===== config.mk =====
export PLATFORM = sky130hd
export DESIGN_NAME = sflow_sample_header_extractor
export DESIGN_NICKNAME = d
export VERILOG_FILES = /design/src/rtl/shx_pkg.sv /design/src/rtl/shx_front.sv /design/src/rtl/shx_queue.sv /design/src/rtl/shx_back.sv /design/src/rtl/sflow_sample_header_extractor.sv
export SDC_FILE = /design/constraint.sdc
export NUM_CORES = 2
export LEC_CHECK = 0
export BUFFER_PORTS_ARGS = -buffer_cell sky130_fd_sc_hd__buf_2
export CORE_ASPECT_RATIO = 1.1
export CORE_MARGIN = 10
export CORE_UTILIZATION = 36
export CTS_BUF_LIST = sky130_fd_sc_hd__clkbuf_8 sky130_fd_sc_hd__clkbuf_16
export DETAILED_ROUTE_END_ITERATION = 7
export MAX_ROUTING_LAYER = met4
export PLACE_DENSITY_LB_ADDON = 0.1
export SYNTH_ARGS = -nofsm -noshare
export SYNTH_HDL_FRONTEND = slang
export SYNTH_SLANG_ARGS = --single-unit
export TNS_END_PERCENT = 100

===== constraint.sdc =====
create_clock -name i_clk -period 34 [get_ports i_clk]
set_clock_uncertainty 0.1 [all_clocks]
set_input_delay 0 -clock i_clk [delete_from_list [all_inputs] [get_ports i_clk]]
set_output_delay 0 -clock i_clk [all_outputs]
set_load 0.02 [all_outputs]

===== src/rtl/shx_pkg.sv =====
// ============================================================================
// shx_pkg
// Types and constants shared by the sFlow header extractor modules.
// ============================================================================
package shx_pkg;

    // parse phases of the datagram walker
    typedef enum logic [5:0] {
        PH_VER, PH_ADDR, PH_NSAMP, PH_DRAIN, PH_SKIP, PH_HDR,
        P4_TYPE, P4_RATE, P4_PDTYPE, P4_PROTO, P4_FLEN_E, P4_FLEN_O,
        P4_SNAP_E, P4_SNAP_O, P4_NEXT, P4_EXTTYPE, P4_RADDR, P4_PATHLEN,
        P4_ASNLEN, P4_ASN, P4_COMMLEN, P4_LPREF, P4_USER1, P4_USER2,
        P4_URL, P4_CVER, P5_FORMAT, P5_LEN_FLOW, P5_LEN_OTHER, P5_RATE,
        P5_NREC, P5_RTYPE, P5_RLEN_RAW, P5_RLEN_OTHER, P5_PROTO, P5_FLEN_E,
        P5_FLEN_O, P5_STRIP_E, P5_STRIP_O, P5_HLEN,
        GO_SAMPLE, GO_EXT, GO_SEG, GO_REC
    } t_phase;

    // result kinds
    localparam logic KIND_HDR = 1'b0;
    localparam logic KIND_ERR = 1'b1;

    // error codes
    localparam logic [1:0] ERR_VERSION = 2'd0;
    localparam logic [1:0] ERR_ADDR    = 2'd1;
    localparam logic [1:0] ERR_V4      = 2'd2;

    // v5 flow sample format and record length overhead
    localparam logic [11:0] FMT_MASK      = 12'hfff;
    localparam logic [31:0] RAW_FIXED_LEN = 32'd12;
    localparam logic [31:0] FCS_BYTES     = 32'd4;

    // v4 counter block skips in words
    localparam logic [31:0] CNT_GENERIC = 32'd22;
    localparam logic [31:0] CNT_ETH     = 32'd35;
    localparam logic [31:0] CNT_TR      = 32'd40;
    localparam logic [31:0] CNT_VG      = 32'd42;
    localparam logic [31:0] CNT_PROC    = 32'd7;

    // one classified word handed from front to back
    typedef struct packed {
        logic        kind;
        logic [31:0] word;
        logic [2:0]  valid_bytes;
        logic        first;
        logic        last;
        logic [31:0] rate;
        logic [31:0] frame_bytes;
        logic [1:0]  error_code;
    } t_item;

    // bytes to whole words, rounded up
    function automatic logic [31:0] words_for(input logic [31:0] n);
        words_for = {2'b00, n[31:2]} + {31'd0, |n[1:0]};
    endfunction

endpackage


===== src/rtl/shx_front.sv =====
// ============================================================================
// shx_front
// Datagram walker: one accepted word per cycle, emits header words and errors.
// ============================================================================
module shx_front
    import shx_pkg::*;
(
    input  logic        i_clk,
    input  logic        i_rst_n,
    input  logic        i_valid,
    input  logic [31:0] i_word,
    input  logic        i_last,
    output logic        o_push,
    output t_item       o_item
);

    t_phase      r_phase, n_phase, r_after, n_after;
    logic [2:0]  r_ver, n_ver;
    logic [31:0] r_samp, n_samp, r_rec, n_rec, r_seg, n_seg, r_asn, n_asn;
    logic [31:0] r_skip, n_skip, r_hbytes, n_hbytes, r_rate, n_rate;
    logic [31:0] r_flen, n_flen;
    logic        r_first, n_first;

    // next state of the walker
    always_comb begin
        t_phase      dest;
        logic        go;
        logic [31:0] t;
        logic [31:0] vb;
        logic [33:0] room;
        n_phase = r_phase; n_after = r_after; n_ver = r_ver;
        n_samp = r_samp; n_rec = r_rec; n_seg = r_seg; n_asn = r_asn;
        n_skip = r_skip; n_hbytes = r_hbytes; n_rate = r_rate;
        n_flen = r_flen; n_first = r_first;
        o_push = 1'b0;
        o_item = '0;
        dest = PH_DRAIN; go = 1'b0; t = '0; vb = '0; room = '0;
        if (i_valid) begin
            case (r_phase)
                PH_VER: begin
                    if (i_word == 32'd4 || i_word == 32'd5) begin
                        n_ver = i_word[2:0]; n_phase = PH_ADDR;
                    end else begin
                        o_push = 1'b1; o_item.kind = KIND_ERR;
                        o_item.error_code = ERR_VERSION; n_phase = PH_DRAIN;
                    end
                end
                PH_ADDR: begin
                    if (i_word == 32'd1 || i_word == 32'd2) begin
                        t = ((i_word == 32'd1) ? 32'd3 : 32'd6)
                            + ((r_ver == 3'd5) ? 32'd1 : 32'd0);
                        n_skip = t; n_after = PH_NSAMP; n_phase = PH_SKIP;
                    end else begin
                        o_push = 1'b1; o_item.kind = KIND_ERR;
                        o_item.error_code = ERR_ADDR; n_phase = PH_DRAIN;
                    end
                end
                PH_NSAMP: begin
                    n_samp = i_word; dest = GO_SAMPLE; go = 1'b1;
                end
                PH_SKIP: begin
                    n_skip = r_skip - 32'd1;
                    if (n_skip == '0) begin
                        dest = r_after; go = 1'b1;
                    end
                end
                PH_HDR: begin
                    vb = (r_hbytes < 32'd4) ? r_hbytes : 32'd4;
                    n_hbytes = r_hbytes - vb;
                    o_push = 1'b1;
                    o_item.kind = KIND_HDR;
                    o_item.word = i_word;
                    o_item.valid_bytes = vb[2:0];
                    o_item.first = r_first;
                    o_item.last = (n_hbytes == '0);
                    o_item.rate = r_rate;
                    o_item.frame_bytes = r_flen - FCS_BYTES;
                    n_first = 1'b0;
                    if (r_ver == 3'd5 && r_skip != '0) n_skip = r_skip - 32'd1;
                    if (n_hbytes == '0) begin
                        if (r_ver == 3'd5) begin
                            t = n_skip; dest = GO_REC;
                        end else begin
                            n_phase = P4_NEXT;
                        end
                    end
                end
                P4_TYPE: begin
                    if (i_word == 32'd1) begin
                        t = 32'd2; dest = P4_RATE;
                    end else if (i_word == 32'd2) begin
                        t = 32'd3; dest = P4_CVER;
                    end else begin
                        o_push = 1'b1; o_item.kind = KIND_ERR;
                        o_item.error_code = ERR_V4; n_phase = PH_DRAIN;
                    end
                end
                P4_RATE: begin
                    n_rate = i_word; t = 32'd4; dest = P4_PDTYPE;
                end
                P4_PDTYPE: begin
                    if (i_word == 32'd1) n_phase = P4_PROTO;
                    else if (i_word == 32'd2) begin
                        t = 32'd8; dest = P4_NEXT;
                    end else if (i_word == 32'd3) begin
                        t = 32'd14; dest = P4_NEXT;
                    end else begin
                        o_push = 1'b1; o_item.kind = KIND_ERR;
                        o_item.error_code = ERR_V4; n_phase = PH_DRAIN;
                    end
                end
                P4_PROTO: n_phase = (i_word == 32'd1) ? P4_FLEN_E : P4_FLEN_O;
                P4_FLEN_E: begin
                    n_flen = i_word; n_phase = P4_SNAP_E;
                end
                P4_FLEN_O: begin
                    n_flen = i_word; n_phase = P4_SNAP_O;
                end
                P4_SNAP_E: begin
                    if (i_word == '0) n_phase = P4_NEXT;
                    else begin
                        n_hbytes = i_word; n_first = 1'b1; n_phase = PH_HDR;
                    end
                end
                P4_SNAP_O: begin
                    t = words_for(i_word); dest = P4_NEXT;
                end
                P4_NEXT: begin
                    n_rec = i_word; dest = GO_EXT; go = 1'b1;
                end
                P4_EXTTYPE: begin
                    case (i_word)
                        32'd1: begin t = 32'd4; dest = GO_EXT; end
                        32'd2: n_phase = P4_RADDR;
                        32'd3: begin t = 32'd3; dest = P4_PATHLEN; end
                        32'd4: n_phase = P4_USER1;
                        32'd5: begin t = 32'd1; dest = P4_URL; end
                        default: begin
                            o_push = 1'b1; o_item.kind = KIND_ERR;
                            o_item.error_code = ERR_V4; n_phase = PH_DRAIN;
                        end
                    endcase
                end
                P4_RADDR: begin
                    if (i_word == 32'd1) begin
                        t = 32'd3; dest = GO_EXT;
                    end else if (i_word == 32'd2) begin
                        t = 32'd6; dest = GO_EXT;
                    end else begin
                        o_push = 1'b1; o_item.kind = KIND_ERR;
                        o_item.error_code = ERR_V4; n_phase = PH_DRAIN;
                    end
                end
                P4_PATHLEN: begin
                    n_seg = i_word; dest = GO_SEG; go = 1'b1;
                end
                P4_ASNLEN: begin
                    n_asn = i_word;
                    if (i_word == '0) begin
                        dest = GO_SEG; go = 1'b1;
                    end else n_phase = P4_ASN;
                end
                P4_ASN: begin
                    n_asn = r_asn - 32'd1;
                    if (n_asn == '0) begin
                        dest = GO_SEG; go = 1'b1;
                    end
                end
                P4_COMMLEN: begin
                    t = i_word; dest = P4_LPREF;
                end
                P4_LPREF: begin
                    dest = GO_EXT; go = 1'b1;
                end
                P4_USER1: begin
                    t = words_for(i_word); dest = P4_USER2;
                end
                P4_USER2, P4_URL: begin
                    t = words_for(i_word); dest = GO_EXT;
                end
                P4_CVER: begin
                    case (i_word)
                        32'd1, 32'd4, 32'd6: begin t = CNT_GENERIC; dest = GO_SAMPLE; end
                        32'd2: begin t = CNT_ETH; dest = GO_SAMPLE; end
                        32'd3: begin t = CNT_TR; dest = GO_SAMPLE; end
                        32'd5: begin t = CNT_VG; dest = GO_SAMPLE; end
                        32'd7: begin t = CNT_PROC; dest = GO_SAMPLE; end
                        default: begin
                            o_push = 1'b1; o_item.kind = KIND_ERR;
                            o_item.error_code = ERR_V4; n_phase = PH_DRAIN;
                        end
                    endcase
                end
                P5_FORMAT: n_phase = ((i_word[11:0] & FMT_MASK) == 12'd1)
                                     ? P5_LEN_FLOW : P5_LEN_OTHER;
                P5_LEN_FLOW: begin
                    t = 32'd2; dest = P5_RATE;
                end
                P5_LEN_OTHER: begin
                    t = words_for(i_word); dest = GO_SAMPLE;
                end
                P5_RATE: begin
                    n_rate = i_word; t = 32'd4; dest = P5_NREC;
                end
                P5_NREC: begin
                    n_rec = i_word; dest = GO_REC; go = 1'b1;
                end
                P5_RTYPE: n_phase = (i_word == 32'd1) ? P5_RLEN_RAW : P5_RLEN_OTHER;
                P5_RLEN_RAW: begin
                    n_skip = i_word; n_phase = P5_PROTO;
                end
                P5_RLEN_OTHER: begin
                    t = words_for(i_word); dest = GO_REC;
                end
                P5_PROTO: n_phase = (i_word == 32'd1) ? P5_FLEN_E : P5_FLEN_O;
                P5_FLEN_E: begin
                    n_flen = i_word; n_phase = P5_STRIP_E;
                end
                P5_FLEN_O: begin
                    n_flen = i_word; n_phase = P5_STRIP_O;
                end
                P5_STRIP_E, P5_STRIP_O: begin
                    t = words_for(r_skip - RAW_FIXED_LEN);
                    if (r_phase == P5_STRIP_E && t != '0) begin
                        n_skip = t; n_phase = P5_HLEN; t = '0;
                    end else dest = GO_REC;
                end
                P5_HLEN: begin
                    n_skip = r_skip - 32'd1;
                    room = {n_skip, 2'b00};
                    if ({2'b00, i_word} < room) t = i_word;
                    else t = room[31:0];
                    if (t == '0) begin
                        t = n_skip; dest = GO_REC;
                    end else begin
                        n_hbytes = t; n_first = 1'b1; n_phase = PH_HDR; t = '0;
                    end
                end
                default: ;
            endcase

            // begin a skip or resolve the destination
            if (dest != PH_DRAIN && !go && t != '0) begin
                n_skip = t; n_after = dest; n_phase = PH_SKIP;
            end else if (dest != PH_DRAIN) begin
                go = 1'b1;
            end
            if (go) begin
                case (dest)
                    GO_SAMPLE: begin
                        if (n_samp == '0) n_phase = PH_DRAIN;
                        else begin
                            n_samp = n_samp - 32'd1;
                            n_phase = (r_ver == 3'd5) ? P5_FORMAT : P4_TYPE;
                        end
                    end
                    GO_EXT, GO_REC: begin
                        if (n_rec != '0) begin
                            n_rec = n_rec - 32'd1;
                            n_phase = (dest == GO_EXT) ? P4_EXTTYPE : P5_RTYPE;
                        end else if (n_samp == '0) n_phase = PH_DRAIN;
                        else begin
                            n_samp = n_samp - 32'd1;
                            n_phase = (r_ver == 3'd5) ? P5_FORMAT : P4_TYPE;
                        end
                    end
                    GO_SEG: begin
                        if (n_seg == '0) n_phase = P4_COMMLEN;
                        else begin
                            n_seg = n_seg - 32'd1; n_skip = 32'd1;
                            n_after = P4_ASNLEN; n_phase = PH_SKIP;
                        end
                    end
                    default: n_phase = dest;
                endcase
            end
            if (i_last) n_phase = PH_VER;
        end
    end

    // walker registers
    always_ff @(posedge i_clk) begin
        if (!i_rst_n) begin
            r_phase <= PH_VER; r_after <= PH_VER; r_ver <= '0;
            r_samp <= '0; r_rec <= '0; r_seg <= '0; r_asn <= '0;
            r_skip <= '0; r_hbytes <= '0; r_rate <= '0; r_flen <= '0;
            r_first <= 1'b0;
        end else begin
            r_phase <= n_phase; r_after <= n_after; r_ver <= n_ver;
            r_samp <= n_samp; r_rec <= n_rec; r_seg <= n_seg; r_asn <= n_asn;
            r_skip <= n_skip; r_hbytes <= n_hbytes; r_rate <= n_rate;
            r_flen <= n_flen; r_first <= n_first;
        end
    end

endmodule


===== src/rtl/shx_queue.sv =====
// ============================================================================
// shx_queue
// Small FIFO between walker and output stage.
// ============================================================================
module shx_queue
    import shx_pkg::*;
#(
    parameter int DEPTH = 4
) (
    input  logic  i_clk,
    input  logic  i_rst_n,
    input  logic  i_push,
    input  t_item i_item,
    input  logic  i_pop,
    output logic  o_empty,
    output logic  o_afull,
    output t_item o_item
);
    localparam int AW = $clog2(DEPTH);

    t_item            r_mem [DEPTH];
    logic [AW-1:0]    r_wp, r_rp;
    logic [AW:0]      r_cnt;

    assign o_empty = (r_cnt == '0);
    // leaves room for words still in flight from the input side
    assign o_afull = (r_cnt >= (AW+1)'(DEPTH - 2));
    assign o_item  = r_mem[r_rp];

    // storage
    always_ff @(posedge i_clk) begin
        if (i_push) r_mem[r_wp] <= i_item;
    end

    // pointers
    always_ff @(posedge i_clk) begin
        if (!i_rst_n) begin
            r_wp <= '0; r_rp <= '0; r_cnt <= '0;
        end else begin
            if (i_push) r_wp <= (r_wp == AW'(DEPTH - 1)) ? '0 : r_wp + 1'b1;
            if (i_pop)  r_rp <= (r_rp == AW'(DEPTH - 1)) ? '0 : r_rp + 1'b1;
            r_cnt <= r_cnt + (AW+1)'(i_push) - (AW+1)'(i_pop);
        end
    end
endmodule


===== src/rtl/shx_back.sv =====
// ============================================================================
// shx_back
// Output stage: multiplies rate by frame bytes and holds the result word.
// ============================================================================
module shx_back
    import shx_pkg::*;
(
    input  logic         i_clk,
    input  logic         i_rst_n,
    input  logic         i_empty,
    input  t_item        i_item,
    output logic         o_pop,
    input  logic         i_ready,
    output logic         o_valid,
    output t_item        o_item,
    output logic [31:0]  o_scaled
);
    logic        r_valid;
    t_item       r_item;
    logic [31:0] r_scaled;
    logic [31:0] prod;

    // only the low 32 bits of the product are kept
    assign prod   = i_item.frame_bytes * i_item.rate;
    assign o_pop  = !i_empty && (!r_valid || i_ready);
    assign o_valid = r_valid;
    assign o_item  = r_item;
    assign o_scaled = r_scaled;

    // output register
    always_ff @(posedge i_clk) begin
        if (!i_rst_n) r_valid <= 1'b0;
        else if (o_pop) r_valid <= 1'b1;
        else if (i_ready) r_valid <= 1'b0;
    end

    always_ff @(posedge i_clk) begin
        if (o_pop) begin
            r_item   <= i_item;
            r_scaled <= prod;
        end
    end
endmodule


===== src/rtl/sflow_sample_header_extractor.sv =====
// Throughput: one datagram word per cycle while the output side takes words.
// The walker state machine handles every word in the cycle it is accepted.
// A four-entry queue decouples walker and output; tready drops when it is nearly full.
// Reset (synchronous, active low) returns the walker to datagram start.
module sflow_sample_header_extractor
    import shx_pkg::*;
#(
    parameter int QDEPTH = 4
) (
    input  logic          i_clk,
    input  logic          i_rst_n,
    input  logic          s_axis_tvalid,
    output logic          s_axis_tready,
    input  logic [31:0]   s_axis_tdata,   // word
    input  logic          s_axis_tlast,   // last_word
    output logic          m_axis_tvalid,
    input  logic          m_axis_tready,
    // header_word, valid_bytes, first_of_header, sample_rate, frame_bytes,
    // scaled_bytes, error_code, zero fill
    output logic [135:0]  m_axis_tdata,
    output logic          m_axis_tuser,   // kind
    output logic          m_axis_tlast    // last_of_header; first_of_header in tdata
);
    logic  push, pop, empty, afull, bvalid;
    t_item fitem, qitem, bitem;
    logic [31:0] scaled;
    logic        acc;

    assign s_axis_tready = !afull;
    assign acc = s_axis_tvalid && s_axis_tready;

    shx_front u_front (
        .i_clk(i_clk), .i_rst_n(i_rst_n), .i_valid(acc), .i_word(s_axis_tdata),
        .i_last(s_axis_tlast), .o_push(push), .o_item(fitem)
    );

    shx_queue #(.DEPTH(QDEPTH)) u_queue (
        .i_clk(i_clk), .i_rst_n(i_rst_n), .i_push(push), .i_item(fitem),
        .i_pop(pop), .o_empty(empty), .o_afull(afull), .o_item(qitem)
    );

    shx_back u_back (
        .i_clk(i_clk), .i_rst_n(i_rst_n), .i_empty(empty), .i_item(qitem),
        .o_pop(pop), .i_ready(m_axis_tready), .o_valid(bvalid),
        .o_item(bitem), .o_scaled(scaled)
    );

    assign m_axis_tvalid = bvalid;
    assign m_axis_tuser  = bitem.kind;
    assign m_axis_tlast  = bitem.last;
    // fields from bit 0: header_word, valid_bytes, first_of_header,
    // sample_rate, frame_bytes, scaled_bytes, error_code, fill
    assign m_axis_tdata = {2'b00, bitem.error_code, scaled, bitem.frame_bytes,
                           bitem.rate, bitem.first, bitem.valid_bytes, bitem.word};
endmodule


==> After elaboration in Yosys (flattened, before gate mapping) <==
Memories as Yosys holds them, arrays and structs flattened. A register that Yosys moved wholly into a read port is not among the register bits.
Cells that the tools add are included.
{ "word_totals": {"ramBits": 416, "register_bits": 416, "output_inout_bits": 140, "n_memories": 1, "rom_bits": 0, "latchBits": 0, "elab_cells": 311} }
{ "classes": {"n_eq_ne": 67, "div": 0, "addsub": 15, "bitwise": 0, "reduce_logical": 54, "order_cmp": 3, "n_mux": 145, "n_mul": 1, "shifts": 0} }
{ "mem_list": {"columns": ["memory", "depth", "word_bits", "read_ports", "rd_clocked_by_memory_dff", "write_ports", "line", "rtl"], "rows": [
  ["u_queue.r_mem", 4, 104, 1, 1, 1, "shx_queue.sv:21", "t_item r_mem [DEPTH];"]
]} }
{ "op_table": {"columns": ["op", "count"], "rows": [
  ["$mux 32", 38],
  ["$pmux 32 s13", 1],
  ["$logic_not 32->1", 7],
  ["$mux 6", 36],
  ["$pmux 32 s5", 1],
  ["$sub 32x1->32 const B", 5],
  ["$eq 32x3->1 const B", 4],
  ["$pmux 32 s2", 2],
  ["$reduce_bool 32->1", 4],
  ["$pmux 6 s21", 1],
  ["$pmux 6 s20", 1],
  ["$mux 104", 1],
  ["$mux 101", 1],
  ["$eq 6x5->1 const B", 16],
  ["$pmux 32 s3", 1],
  ["$eq 6x6->1 const B", 12],
  ["$eq 32x2->1 const B", 2],
  ["$add 30x1->31", 2],
  ["$pmux 6 s3", 3],
  ["$eq 6x4->1 const B", 8],
  ["$lt 32x34->1", 1],
  ["$add 32x32->32", 1],
  ["$eq 32x1->1 const B", 1],
  ["$lt 32x3->1 const B", 1],
  ["other kinds (51)", 135]
]} }

==> Longest topological paths before layout <==
{ "depth": {"ltp_word": 16, "depth_mapped": 33, "depth_no_buf": 28} }

==> Cells and area by module <==
A second synthesis with hierarchy kept.
{ "unflattened": {"hier_cells": 6485, "hier_area_um2": 62563.8} }
{ "by_module_without_submodules": {"columns": ["mod", "cells_each", "n_inst", "area_each_um2", "seq_area_each_um2"], "rows": [
  ["shx_front", 3988, 1, 26973.4, 5445.2],
  ["shx_back", 1902, 1, 20079.3, 4103.9],
  ["shx_queue", 590, 1, 15482.3, 12672.2],
  ["sflow_sample_header_extractor", 5, 1, 28.8, 0.0]
]} }

==> Worst setup path before layout <==
Ideal clock, no wire load.
{ "synth_timing": {"kind": "reg-to-reg", "start": "register u_back.r_valid, in the netlist u_back.o_valid", "end": "register u_queue.r_cnt[2]", "setup_time_ps": 128, "required_ps": 33772, "arrival_time_ps": 12778, "setup_slack_ps": 20994, "stages_incl_launch_ff": 10, "n_path_buf": 0, "synth_period_minus_slack_ps": 13006, "cell_sequence": "dfxtp_1 nand2b_1 a21boi_0 ha_1 inv_1 ha_1 inv_1 fa_1 xnor2_1 nor2_1"} }
{ "synth_via": {"elab_chain_cells": 4} }
{ "synth_lines": {"columns": ["element", "line", "rtl"], "rows": [
  ["from (decl)", "shx_back.sv:18", "logic r_valid;"],
  ["from (signal assigned)", "shx_back.sv:32", "if (!i_rst_n) r_valid <= 1'b0;"],
  ["from (signal assigned)", "shx_back.sv:33", "else if (o_pop) r_valid <= 1'b1;"],
  ["from (signal assigned)", "shx_back.sv:34", "else if (i_ready) r_valid <= 1'b0;"],
  ["$logic_not 1->1", "shx_back.sv:25", "assign o_pop = !i_empty && (!r_valid || i_ready);"],
  ["$logic_or 1x1->1", "shx_back.sv:25", null],
  ["$logic_and 1x1->1", "shx_back.sv:25", null],
  ["named net pop", "sflow_sample_header_extractor.sv:24", "logic push, pop, empty, afull, bvalid;"],
  ["$sub 3x1->3", "shx_queue.sv:42", "r_cnt <= r_cnt + (AW+1)'(i_push) - (AW+1)'(i_pop);"],
  ["to (signal assigned)", "shx_queue.sv:42", null],
  ["to (decl)", "shx_queue.sv:23", "logic [AW:0] r_cnt;"]
]} }
The timed path passes the listed nets, and every way through them passes these cells.
A chain may end at the register's enable or synchronous reset.

==> metrics.txt <==
result of the run=finished, final reports clean; max incr delay on CP=approximately 0.85 ns; Global Route Usage Sum=25.4%; ys async rst share=0%; leading post-synthesis cells by cell area=edfxtp_1, fa_1, dfxtp_1; first-pass GRT wire length=between 300,000 and 400,000 µm; Arrival @ worst endpoint=10.33 ns; biggest area consumer among synthesized cells=edfxtp_1; critical path data required time=around 34 ns; Worst Hold Path EP=u_back.o_valid; reg2reg setup slack=between 20 and 25 ns; WS Path Type=flop to flop; final worst-path cycle share=between 20 and 30%; DRT Pass-1 Iters=6; routability cong.=0.993; CTS HTree Levels=3; grt total ovfl=0; Sum Neg Setup Slack=0 ns; vias in the first global route=51,100; pin count of the biggest net entering global routing=95; HP Class=input pin to flop; FMAX=101 MHz; Synth top area share=27.0%; Initial Utilization=about 36%; hold path start=m_axis_tready; Clock Sinks=approximately 830; Die Wd=between 400 and 500 µm; share of cells above drive strength 1=a little over a tenth; Core ar.=about 170,000 µm²; min cycle time layout=approximately 10 ns; number of post-CTS setup repair buffers=0; Worst-path clk slew=0.06 ns; synthesis warning total=0; initial antenna violation count=11; Unique masters post-synth=96; delay-heaviest family, CP=adder cells; Routed WL=between 200,000 and 250,000 µm; hold depth=4; # IOs=between 150 and 200; Skew-Pair Late Insertion Delay=around 0.75 ns; Vias=slightly above 50,000; cell count after synthesis=between 6,000 and 7,000; hold_buf cts=37; initial DRC count=between 5,000 and 6,000; Yosys reg bits=around 830; root buf cell=clkbuf_16; remaining antenna violation count=0; RR Endpoint=u_back.o_scaled[29]; Crit. End Element=flop; critical path fanouts, max=44; PortBufs=between 150 and 200; die height=453 µm; Synth Area per Inst=9.53 µm²; most used standard cell by instance count after synthesis=nand2_1; Post-synth EDFFs=552; most common flop cell mapped by yosys=edfxtp_1; relative slew slack=roughly 16%; Slowest-stage cell, CP=mux4_2; Buf+Inv Stages, Crit Path=7; maxcap violations=0; cells on worst reg2reg path=26; Area growth syn-to-layout=11.1%; total CTS buffers=95; sequential share of the synthesized area=36.2%; DP Wirelength=161,000 µm; CTS tree=done; most used cell along the critical path=fa_1; Longest Clk Path Bufs=3; FP Rows=158; RSZ-0062 raised after global routing=no; Least-Margin Pin Slew=about 1.2 ns; Final Hold Fails=0; final slew viol count=0; via/cell ratio=between 5 and 6; wire per inst=about 27 µm; Setup-failing EPs final=0; fillers=16,800; Setup crit start kind=flop; commonest cells in the netlist=nand2_1, inv_1, edfxtp_1; DRC=0; Post-Syn Area=about 61,000 µm²; Die ar.=~190,000 µm²; post-CTS sizing=0; Net count, final=~7,100
-- through the flow --
stage               util [%]  setup WS (ns)  hold WS, ns  area [µm²]  std cells
floorplan                  -          20.99       0.0950       61400       6444
global placement        38.2          23.96        0.288       64600       8542
detailed placement      38.2          23.96        0.261       64600       8542
CTS                     40.3          23.96      0.00236       68200       8759
global route            40.3          23.57       0.0867       68200       8763
finish                  40.3          24.05       0.0832       68200       8766
-- cells in the final DEF, fill, tap and decap left out, drive strengths merged, types with 23 or more instances in the layout --
master	netlist	layout
nor2b	53	53
o211ai	39	39
o31ai	34	34
a211oi	64	64
nand4	78	78
nand3b	23	23
dlygate4sd3	0	37
or4	52	52
buf	47	326
nor2	441	441
a221oi	35	35
nor4	86	86
clkbuf	421	106
edfxtp	552	552
nand2	834	834
dfxtp	282	282
a21oi	325	325
ha	178	178
and3	104	104
xor2	71	71
o21ai	277	277
or2	36	36
nand3	148	148
clkinv	3	35
fa	409	409
a31oi	41	41
inv	571	602
nand2b	30	30
and2	160	160
or3	68	68
mux4	103	103
mux2i	133	133
xnor2	158	158
nor3	144	144
o22ai	34	34
o221ai	25	25
-- routing by layer --
| metal | vias to the layer above | wire length (µm) | track usage [%] |
|---|---|---|---|
| met5 | - | 0 | - |
| met4 | 0 | 12400 | 11.7 |
| met3 | 537 | 15000 | 3.81 |
| met2 | 1996 | 112000 | 40.9 |
| met1 | 25800 | 97300 | 31.3 |
| li1 | 22700 | - | - |
-- flip-flops by register name (all words and copies together), names as in the netlist, named ones only --
name,flops
u_queue.r_mem,416
u_back.o_item,104
u_back.o_scaled,32
u_front.r_asn,32
u_front.r_flen,32
u_front.r_hbytes,32
u_front.r_rate,32
u_front.r_rec,32
u_front.r_samp,32
u_front.r_seg,32
u_front.r_skip,32
u_front.r_after,6
u_front.r_phase,6
u_front.r_ver,3
u_queue.r_cnt,3
u_queue.r_rp,2
u_queue.r_wp,2
u_back.o_valid,1
u_front.r_first,1
-- layout make-up --
class,instances,area (µm²),area share (%)
sequential,834,22200,32.6
clock inverter,74,623,0.914
inverter,574,2160,3.17
tap,2240,2800,4.11
clock buffer,106,2570,3.77
antenna,7,17.5,0.0257
multi-input combinational,4568,35400,51.9
timing repair buffer,363,2410,3.53
-- worst max-delay path by stage --
stage	to	slack [ns]	cells after the start
after floorplan	u_queue.r_cnt[2]	20.99	9
after global placement	u_back.o_scaled[29]	23.96	26
after detailed placement	u_back.o_scaled[29]	23.96	26
after CTS	u_back.o_scaled[29]	23.96	26
after global routing	u_back.o_scaled[29]	23.57	26
final	u_back.o_scaled[29]	24.05	26
-- logic make-up (layout without fill, tap and decap cells) --
logic type	after synthesis	in the layout	synth area share, %
AOI/OAI and AO/OA	1182	1182	12.6
xor gates and xnor gates	229	229	3.27
adders and majority gates	587	587	17.0
buffers and inverters	1042	1117	6.41
DFF	834	834	36.2
muxes	246	246	6.13
other	2	10	0.0122
and+or+nand+nor	2321	2321	18.4
-- tightest hold or removal path, cell delays in order --
cell and delay, ns:
dlygate4sd3_1 0.52, buf_2 0.09, nand2b_1 0.14, a31oi_1 0.10
Power is not shown: default switching activity piles up to over one toggle a cycle in this logic, so the estimate is an artifact.
